===== config.mk =====
export PLATFORM = sky130hd
export DESIGN_NAME = recent_lba_proximity_counter_unit
export DESIGN_NICKNAME = d
export VERILOG_FILES = /design/src/sv/lpc_pkg.sv /design/src/sv/lpc_ring_mem.sv /design/src/sv/lpc_dist_unit.sv /design/src/sv/recent_lba_proximity_counter_unit.sv
export SDC_FILE = /design/constraint.sdc
export NUM_CORES = 2
export LEC_CHECK = 0
export BUFFER_PORTS_ARGS = -buffer_cell sky130_fd_sc_hd__buf_2
export CORE_MARGIN = 2
export CORE_UTILIZATION = 50
export CTS_BUF_LIST = sky130_fd_sc_hd__clkbuf_4 sky130_fd_sc_hd__clkbuf_8
export CTS_CLUSTER_SIZE = 28
export DETAILED_ROUTE_END_ITERATION = 7
export GPL_TIMING_DRIVEN = 1
export MAX_ROUTING_LAYER = met4
export PLACE_DENSITY_LB_ADDON = 0.2
export SLEW_MARGIN = 20
export SYNTH_ARGS = -nofsm -noshare
export SYNTH_HDL_FRONTEND = slang
export SYNTH_HIERARCHICAL = 1
export SYNTH_SLANG_ARGS = --single-unit

===== constraint.sdc =====
create_clock -name clk -period 10.49 [get_ports clk]
set_input_delay 1.5735 -clock clk [delete_from_list [all_inputs] [get_ports clk]]
set_output_delay 1.5735 -clock clk [all_outputs]
set_load 0.05 [all_outputs]

===== src/sv/lpc_pkg.sv =====
`default_nettype none
// ---------------------------------------------------------------------------
// lpc_pkg
// shared constants and types for the recent lba proximity counter
// ---------------------------------------------------------------------------
package lpc_pkg;

  localparam int DIST_W    = 48;
  localparam int TOTAL_W   = 48;
  localparam int RC_W      = 5;
  localparam int CFG_W     = 49;
  localparam int CFG_IDX_W = 2;

  localparam logic [CFG_IDX_W-1:0] CFG_RECENT_COUNT = 2'd0;
  localparam logic [CFG_IDX_W-1:0] CFG_WINDOW_SIZE  = 2'd1;
  localparam logic [CFG_IDX_W-1:0] CFG_DISK_BLOCKS  = 2'd2;

  localparam logic [RC_W-1:0]  RECENT_COUNT_RST = 5'd16;
  localparam logic [CFG_W-1:0] WINDOW_SIZE_RST  = 49'd0;
  localparam logic [CFG_W-1:0] DISK_BLOCKS_RST  = 49'h1_0000_0000_0000;

  typedef struct packed {
    logic              vld;
    logic              busy;
    logic [DIST_W-1:0] span;
  } dist_res_t;

endpackage
`default_nettype wire


===== src/sv/lpc_ring_mem.sv =====
`default_nettype none
// ---------------------------------------------------------------------------
// lpc_ring_mem
// ring of recent addresses, one write and one registered read port
// ---------------------------------------------------------------------------
module lpc_ring_mem #(
  parameter int DEPTH = 16,
  parameter int WIDTH = 48,
  parameter int AW    = 4
) (
  input  wire logic             clk,
  input  wire logic             wr_en,
  input  wire logic [AW-1:0]    wr_addr,
  input  wire logic [WIDTH-1:0] wr_data,
  input  wire logic             rd_en,
  input  wire logic [AW-1:0]    rd_addr,
  output logic      [WIDTH-1:0] rd_data
);

  logic [WIDTH-1:0] mem [0:DEPTH-1];

  always_ff @(posedge clk) begin
    if (wr_en) begin
      mem[wr_addr] <= wr_data;
    end
  end

  always_ff @(posedge clk) begin
    if (rd_en) begin
      rd_data <= mem[rd_addr];
    end
  end

endmodule
`default_nettype wire


===== src/sv/lpc_dist_unit.sv =====
`default_nettype none
// ---------------------------------------------------------------------------
// lpc_dist_unit
// shared two-stage absolute difference and clamp unit
// ---------------------------------------------------------------------------
module lpc_dist_unit #(
  parameter int LBA_BITS = 48
) (
  input  wire logic                      clk,
  input  wire logic                      rst_n,
  input  wire logic                      in_vld,
  input  wire logic [LBA_BITS-1:0]       lba,
  input  wire logic [LBA_BITS-1:0]       entry,
  input  wire logic [lpc_pkg::DIST_W-1:0] lim,
  output lpc_pkg::dist_res_t             res
);
  import lpc_pkg::*;

  localparam int CMP_W = (LBA_BITS > DIST_W) ? LBA_BITS : DIST_W;

  logic [LBA_BITS:0]   diff_ab;
  logic [LBA_BITS:0]   diff_ba;
  logic [LBA_BITS-1:0] abs_nxt;
  logic [LBA_BITS-1:0] abs_r;
  logic                v1_r;
  logic                v2_r;
  logic [DIST_W-1:0]   clamp_nxt;
  logic [DIST_W-1:0]   clamp_r;
  logic [CMP_W-1:0]    abs_ext;
  logic [CMP_W-1:0]    lim_ext;

  assign diff_ab = {1'b0, lba} - {1'b0, entry};
  assign diff_ba = {1'b0, entry} - {1'b0, lba};
  assign abs_nxt = diff_ab[LBA_BITS] ? diff_ba[LBA_BITS-1:0] : diff_ab[LBA_BITS-1:0];

  assign abs_ext   = CMP_W'(abs_r);
  assign lim_ext   = CMP_W'(lim);
  assign clamp_nxt = (abs_ext >= lim_ext) ? lim : abs_ext[DIST_W-1:0];

  always_ff @(posedge clk) begin
    if (!rst_n) begin
      v1_r <= 1'b0;
      v2_r <= 1'b0;
    end else begin
      v1_r <= in_vld;
      v2_r <= v1_r;
    end
  end

  always_ff @(posedge clk) begin
    abs_r   <= abs_nxt;
    clamp_r <= clamp_nxt;
  end

  assign res.vld  = v2_r;
  assign res.busy = v1_r;
  assign res.span = clamp_r;

endmodule
`default_nettype wire


===== src/sv/recent_lba_proximity_counter_unit.sv =====
`default_nettype none
// ---------------------------------------------------------------------------
// recent lba proximity counter
// one transaction at a time: in_stall stays high until the result is loaded
// into the output register; while the ring fills an address is only stored,
// once scoring, one ring entry per cycle goes through the distance unit
// reset clears totals, fill level and replace slot and restores config defaults; ring contents undefined
// ---------------------------------------------------------------------------
module recent_lba_proximity_counter_unit #(
  parameter int RING_DEPTH = 16,
  parameter int LBA_BITS   = 48
) (
  input  wire logic                          clk,
  input  wire logic                          rst_n,
  input  wire logic                          in_valid,
  output logic                               in_stall,
  input  wire logic [LBA_BITS-1:0]           in_request_lba,
  output logic                               out_valid,
  input  wire logic                          out_stall,
  output logic                               out_scored,
  output logic                               out_is_near,
  output logic [lpc_pkg::DIST_W-1:0]         out_min_distance,
  output logic [lpc_pkg::TOTAL_W-1:0]        out_near_total,
  output logic [lpc_pkg::TOTAL_W-1:0]        out_scored_total,
  input  wire logic                          cfg_valid,
  output logic                               cfg_ready,
  input  wire logic [lpc_pkg::CFG_IDX_W-1:0] cfg_index,
  input  wire logic [lpc_pkg::CFG_W-1:0]     cfg_data
);
  import lpc_pkg::*;

  localparam int IDX_W  = (RING_DEPTH > 1) ? $clog2(RING_DEPTH) : 1;
  localparam int FILL_W = $clog2(RING_DEPTH + 1);

  typedef enum logic [2:0] {
    ST_IDLE   = 3'b001,
    ST_SCAN   = 3'b010,
    ST_FINISH = 3'b100
  } state_t;

  state_t              state_r, state_nxt;
  logic [RC_W-1:0]     recent_count_r;
  logic [CFG_W-1:0]    window_r;
  logic [CFG_W-1:0]    disk_r;
  logic [FILL_W-1:0]   fill_r;
  logic [IDX_W-1:0]    oldest_r;
  logic [TOTAL_W-1:0]  near_total_r, near_total_nxt;
  logic [TOTAL_W-1:0]  scored_total_r, scored_total_nxt;
  logic [LBA_BITS-1:0] lba_r;
  logic                scored_r;
  logic [CFG_W-1:0]    min_r;
  logic [FILL_W-1:0]   rd_cnt_r;
  logic                rd_vld_r;
  logic                out_valid_r;
  logic                out_scored_r;
  logic                out_is_near_r;
  logic [DIST_W-1:0]   out_min_r;
  logic [TOTAL_W-1:0]  out_near_r;
  logic [TOTAL_W-1:0]  out_scored_tot_r;

  logic [FILL_W-1:0]   count;
  logic                in_acc;
  logic                issue;
  logic                scan_done;
  logic                out_free;
  logic                finish;
  logic                near;
  logic [IDX_W-1:0]    slot;
  logic [FILL_W-1:0]   slot_inc;
  logic                wr_en;
  logic [IDX_W-1:0]    wr_addr;
  logic [LBA_BITS-1:0] rd_data;
  dist_res_t           dres;

  // effective compare count
  always_comb begin
    if (recent_count_r == '0) begin
      count = FILL_W'(1);
    end else if (32'(recent_count_r) > RING_DEPTH) begin
      count = FILL_W'(RING_DEPTH);
    end else begin
      count = FILL_W'(recent_count_r);
    end
  end

  assign in_stall  = (state_r != ST_IDLE);
  assign in_acc    = in_valid && !in_stall;
  assign cfg_ready = 1'b1;
  assign issue     = (state_r == ST_SCAN) && (rd_cnt_r < fill_r);
  assign scan_done = (state_r == ST_SCAN) && (rd_cnt_r == fill_r) && !rd_vld_r && !dres.busy;
  assign out_free  = !out_valid_r || !out_stall;
  assign finish    = (state_r == ST_FINISH) && out_free;
  assign near      = scored_r && (min_r < window_r);

  assign slot     = (FILL_W'(oldest_r) < count) ? oldest_r : '0;
  assign slot_inc = FILL_W'(slot) + FILL_W'(1);
  assign wr_en    = finish;
  assign wr_addr  = scored_r ? slot : fill_r[IDX_W-1:0];

  assign near_total_nxt   = (near && (near_total_r != '1)) ? near_total_r + 1'b1 : near_total_r;
  assign scored_total_nxt = (scored_r && (scored_total_r != '1)) ?
                            scored_total_r + 1'b1 : scored_total_r;

  lpc_ring_mem #(
    .DEPTH (RING_DEPTH),
    .WIDTH (LBA_BITS),
    .AW    (IDX_W)
  ) u_ring (
    .clk     (clk),
    .wr_en   (wr_en),
    .wr_addr (wr_addr),
    .wr_data (lba_r),
    .rd_en   (issue),
    .rd_addr (rd_cnt_r[IDX_W-1:0]),
    .rd_data (rd_data)
  );

  lpc_dist_unit #(
    .LBA_BITS (LBA_BITS)
  ) u_dist (
    .clk    (clk),
    .rst_n  (rst_n),
    .in_vld (rd_vld_r),
    .lba    (lba_r),
    .entry  (rd_data),
    .lim    (disk_r[CFG_W-1:1]),
    .res    (dres)
  );

  always_comb begin
    state_nxt = state_r;
    case (state_r)
      ST_IDLE: begin
        if (in_acc) begin
          state_nxt = (fill_r < count) ? ST_FINISH : ST_SCAN;
        end
      end
      ST_SCAN: begin
        if (scan_done) begin
          state_nxt = ST_FINISH;
        end
      end
      ST_FINISH: begin
        if (out_free) begin
          state_nxt = ST_IDLE;
        end
      end
      default: state_nxt = ST_IDLE;
    endcase
  end

  always_ff @(posedge clk) begin
    if (!rst_n) begin
      state_r        <= ST_IDLE;
      recent_count_r <= RECENT_COUNT_RST;
      window_r       <= WINDOW_SIZE_RST;
      disk_r         <= DISK_BLOCKS_RST;
      fill_r         <= '0;
      oldest_r       <= '0;
      near_total_r   <= '0;
      scored_total_r <= '0;
      rd_cnt_r       <= '0;
      rd_vld_r       <= 1'b0;
      out_valid_r    <= 1'b0;
    end else begin
      state_r  <= state_nxt;
      rd_vld_r <= issue;
      if (cfg_valid && cfg_ready) begin
        case (cfg_index)
          CFG_RECENT_COUNT: recent_count_r <= cfg_data[RC_W-1:0];
          CFG_WINDOW_SIZE:  window_r       <= cfg_data;
          CFG_DISK_BLOCKS:  disk_r         <= cfg_data;
          default:          ;
        endcase
      end
      if (in_acc) begin
        rd_cnt_r <= '0;
      end else if (issue) begin
        rd_cnt_r <= rd_cnt_r + 1'b1;
      end
      if (finish) begin
        if (scored_r) begin
          oldest_r <= (slot_inc == count) ? '0 : slot_inc[IDX_W-1:0];
        end else begin
          fill_r   <= fill_r + 1'b1;
          oldest_r <= '0;
        end
        near_total_r   <= near_total_nxt;
        scored_total_r <= scored_total_nxt;
        out_valid_r    <= 1'b1;
      end else if (out_valid_r && !out_stall) begin
        out_valid_r <= 1'b0;
      end
    end
  end

  // item payload and running minimum
  always_ff @(posedge clk) begin
    if (in_acc) begin
      lba_r    <= in_request_lba;
      scored_r <= !(fill_r < count);
      min_r    <= disk_r;
    end else if (dres.vld && ({1'b0, dres.span} < min_r)) begin
      min_r <= {1'b0, dres.span};
    end
    if (finish) begin
      out_scored_r     <= scored_r;
      out_is_near_r    <= near;
      out_min_r        <= scored_r ? min_r[DIST_W-1:0] : '0;
      out_near_r       <= near_total_nxt;
      out_scored_tot_r <= scored_total_nxt;
    end
  end

  assign out_valid        = out_valid_r;
  assign out_scored       = out_scored_r;
  assign out_is_near      = out_is_near_r;
  assign out_min_distance = out_min_r;
  assign out_near_total   = out_near_r;
  assign out_scored_total = out_scored_tot_r;

`ifndef SYNTH
  a_accept_leaves_idle: assert property (@(posedge clk) disable iff (!rst_n)
    in_acc |=> (state_r == ST_SCAN || state_r == ST_FINISH))
    else $error("accepted transaction did not start work");

  a_read_in_range: assert property (@(posedge clk) disable iff (!rst_n)
    issue |-> (rd_cnt_r < fill_r && fill_r <= FILL_W'(RING_DEPTH)))
    else $error("ring read beyond fill level");

  a_finish_loads_out: assert property (@(posedge clk) disable iff (!rst_n)
    finish |=> (out_valid && state_r == ST_IDLE))
    else $error("result not loaded on finish");

  a_near_needs_score: assert property (@(posedge clk) disable iff (!rst_n)
    (out_valid && out_is_near) |-> out_scored)
    else $error("near flag on unscored transaction");
`endif

endmodule
`default_nettype wire


==> flow_summary.toml <==
[placed_design]
port_buffers = 251
placed_area_um2 = 65000
hpwl_um = 99300
gp_congestion = 0.927

[finish]
nets = 5420
drive_gt1_frac = 0.191
nFillCells = 10100
syn2layout_area_growth_pct = 12.1
final_area_um2 = 69600

[synth]
async_flop_share = 0
ys.flop_type = "edfxtp_1"
syn_area_um2 = 62000
synth_edf_count = 1060
yosysWarnings = 6
ys_seq_area_frac = 0.615
syn_nets = 5099
avgSynthCellArea_um2 = 13.1
synth_cell_type_count = 105
syn_inst = 4738
synth_seq_cells = 1376

[detailed_routing]
ant_nets = 0
drc = 0
wire_per_inst_um = 22.3
dr.pass1.iters = 6
vias_per_cell = 5.75
wl_um = 153000
drt_iter0_drc = 4025
via_count = 39500

[global_routing]
grtUsageTotal = 0.248
grt_start_max_net_pins = 88
antenna_found_initial = 4
grt_pass1_wl_um = 234000
grt_pass1_vias = 38900
overflow = 0

[clock_network]
tritoncts = "built"
cts_setup_buffers = 0
clock-sinks = 1376
path_clk_slew_ns = 0.06
cts_hold_buf = 0
ctsHtreeMaxLevel = 4
clockBufferDepth = 3
cts_inserted_buffers = 219
clock_tree.root_cell = "clkbuf_8"
insertion_delay_ns = 0.94
cts_resized = 0

[run]
drv_cap = 0

[timing]
hold_viol = 0
rsz0062_at_grt = "no"
worst_pin_slew_ns = 1.12
max_freq_ghz = 0.211
finClkSkew_ns = 0.0820
finalSetupViolations = 0
slew_violations = 0
setup_tns_ns = 0
fin_crit_ns = 4.75
fin_crit_sh = 0.452
max_slew_margin = 0.255

[worst_setup_path]
crit_arrival_ns = 5.27
crit_required_ns = 11.02
crit_fanout = 28
critPathKind = "reg -> reg"
endpoint_kind = "register"
startpoint_type = "register"

[floorplan]
ios = 253
fp.dieW_um = 356
start_util = 0.502
row_count = 129
die_h_um = 356
core_um2 = 123000
die_area_um2 = 127000

[power]
leakage_nw = 25.3
ir_worst_vdd_v = 0.000125
cellPowerDensity_nw_per_um2 = 174

[hold_path]
hold_path.class = "reg -> reg"

[status]
status = "finished clean"
-- synthesized netlist by cell type, types with 57 or more instances --
master / n / area share
nor3_1: 57 / 0.0046
a21o_1: 80 / 0.0097
edfxtp_1: 1060 / 0.51
xnor2_1: 131 / 0.018
mux2i_1: 65 / 0.010
o21ai_0: 99 / 0.0080
dfxtp_1: 316 / 0.10
clkbuf_1: 117 / 0.0071
nand3_1: 98 / 0.0079
nand2_1: 603 / 0.036
a21oi_1: 264 / 0.021
xor2_1: 58 / 0.0082
nand4_1: 102 / 0.010
inv_1: 286 / 0.017
mux4_2: 192 / 0.070
a22oi_1: 100 / 0.012
nor2_1: 240 / 0.015
ha_1: 255 / 0.051
-- worst paths after layout --
kind | slack [ns] | startpoint | depth (start not counted) | end
setup / recovery | 5.74 | recent_count_r[4]$_SDFFE_PN1P_ | 12 | u_ring/mem[9][38]$_DFFE_PP_
hold / removal | 0.45 | window_r[40]$_SDFFE_PN0P_ | 2 | window_r[40]$_SDFFE_PN0P_
setup reg to reg | 5.74 | recent_count_r[4]$_SDFFE_PN1P_ | 12 | u_ring/mem[9][38]$_DFFE_PP_
hold reg to reg | 0.45 | window_r[40]$_SDFFE_PN0P_ | 2 | window_r[40]$_SDFFE_PN0P_
-- power breakdown --
part           total [W]  switching [W]  internal (W)
Sequential       0.00627       0.000176       0.00609
Clock            0.00471        0.00213       0.00258
Combinational    0.00113       0.000687      0.000446
-- area by class of cell --
type | count | area (um2) | share of cell area
Sequential cell | 1376 | 38200 | 0.549
Multi-Input combinational cell | 2852 | 21900 | 0.315
Clock buffer | 296 | 3670 | 0.0528
Tap cell | 1637 | 2050 | 0.0294
Timing Repair Buffer | 321 | 1790 | 0.0257
Inverter | 289 | 1100 | 0.0158
Clock inverter | 101 | 871 | 0.0125
Antenna cell | 3 | 7.51 | 0.000108
-- worst max-delay path, stage by stage, from the launching register on --
cell and delay [ns]:
dfxtp_1 0.46, clkinv_1 0.27, nand2_1 0.18, ha_1 0.23, nor3_1 0.08, a211o_1 0.32, o21ai_0 0.38, nor2_1 0.11
nand2_1 0.08, o21ai_0 0.36, nand2b_1 0.48, nor2_4 0.84, buf_4 0.54
-- through the flow --
stage                util  hold slack, ns  worst slack [ns]  instances  total power (W)
finish              0.563           0.453              5.74       6875           0.0121
global route        0.563           0.473              5.41       6874           0.0126
CTS                 0.563           0.454              5.77       6872           0.0122
detailed placement  0.526           0.447              5.80       6475          0.00750
global placement    0.526           0.442              5.85       6474          0.00748
floorplan               -           0.430            0.0879       4738          0.00712
-- per-layer routing --
layer  vias up  GRT usage  part of all wire
li1      18300          -                 -
met1     19600      0.344              0.45
met2      1451      0.381              0.47
met3       213     0.0412             0.065
met4         0     0.0683             0.020
met5         -          -                 0
-- sequential cells by signal (all words and copies together), names as in the netlist, 48 cells and up --
signal / flops
out_near_total: 48
disk_r: 49
min_r: 49
u_dist/clamp_r: 48
u_dist/abs_ext: 48
window_r: 49
u_ring/rd_data: 48
out_scored_total: 48
scored_total_r: 48
out_min_distance: 48
u_ring/mem: 768
near_total_r: 48
lba_r: 48
-- cells in the final DEF (no fill, tap or decap), types with 65 or more instances in the layout --
cell and count:
o21ai_0 99, nor2_1 227, nand4_1 102, xnor2_1 131, edfxtp_1 1060, a21oi_1 263, mux2i_1 65, a22oi_1 100
inv_1 283, a21o_1 80, dfxtp_1 314, ha_1 255, mux4_2 192, buf_2 250, nand2_1 603, buf_4 70
clkbuf_8 232, nand3_1 98
-- cells by family (layout without fill, tap and decap cells) --
family / count (synthesis) / after routing / synth area share
buffers and inverters: 510 / 1007 / 0.0343
AND/OR/NAND/NOR: 1355 / 1355 / 0.104
AO/OA/AOI/OAI: 742 / 742 / 0.0785
flip-flops: 1376 / 1376 / 0.615
XOR/XNOR: 189 / 189 / 0.0267
other: 1 / 4 / 0.0000605
multiplexers: 308 / 308 / 0.0895
adder cells (fa/ha/maj): 257 / 257 / 0.0521
Note: power is estimated with default switching activity, not from simulation.
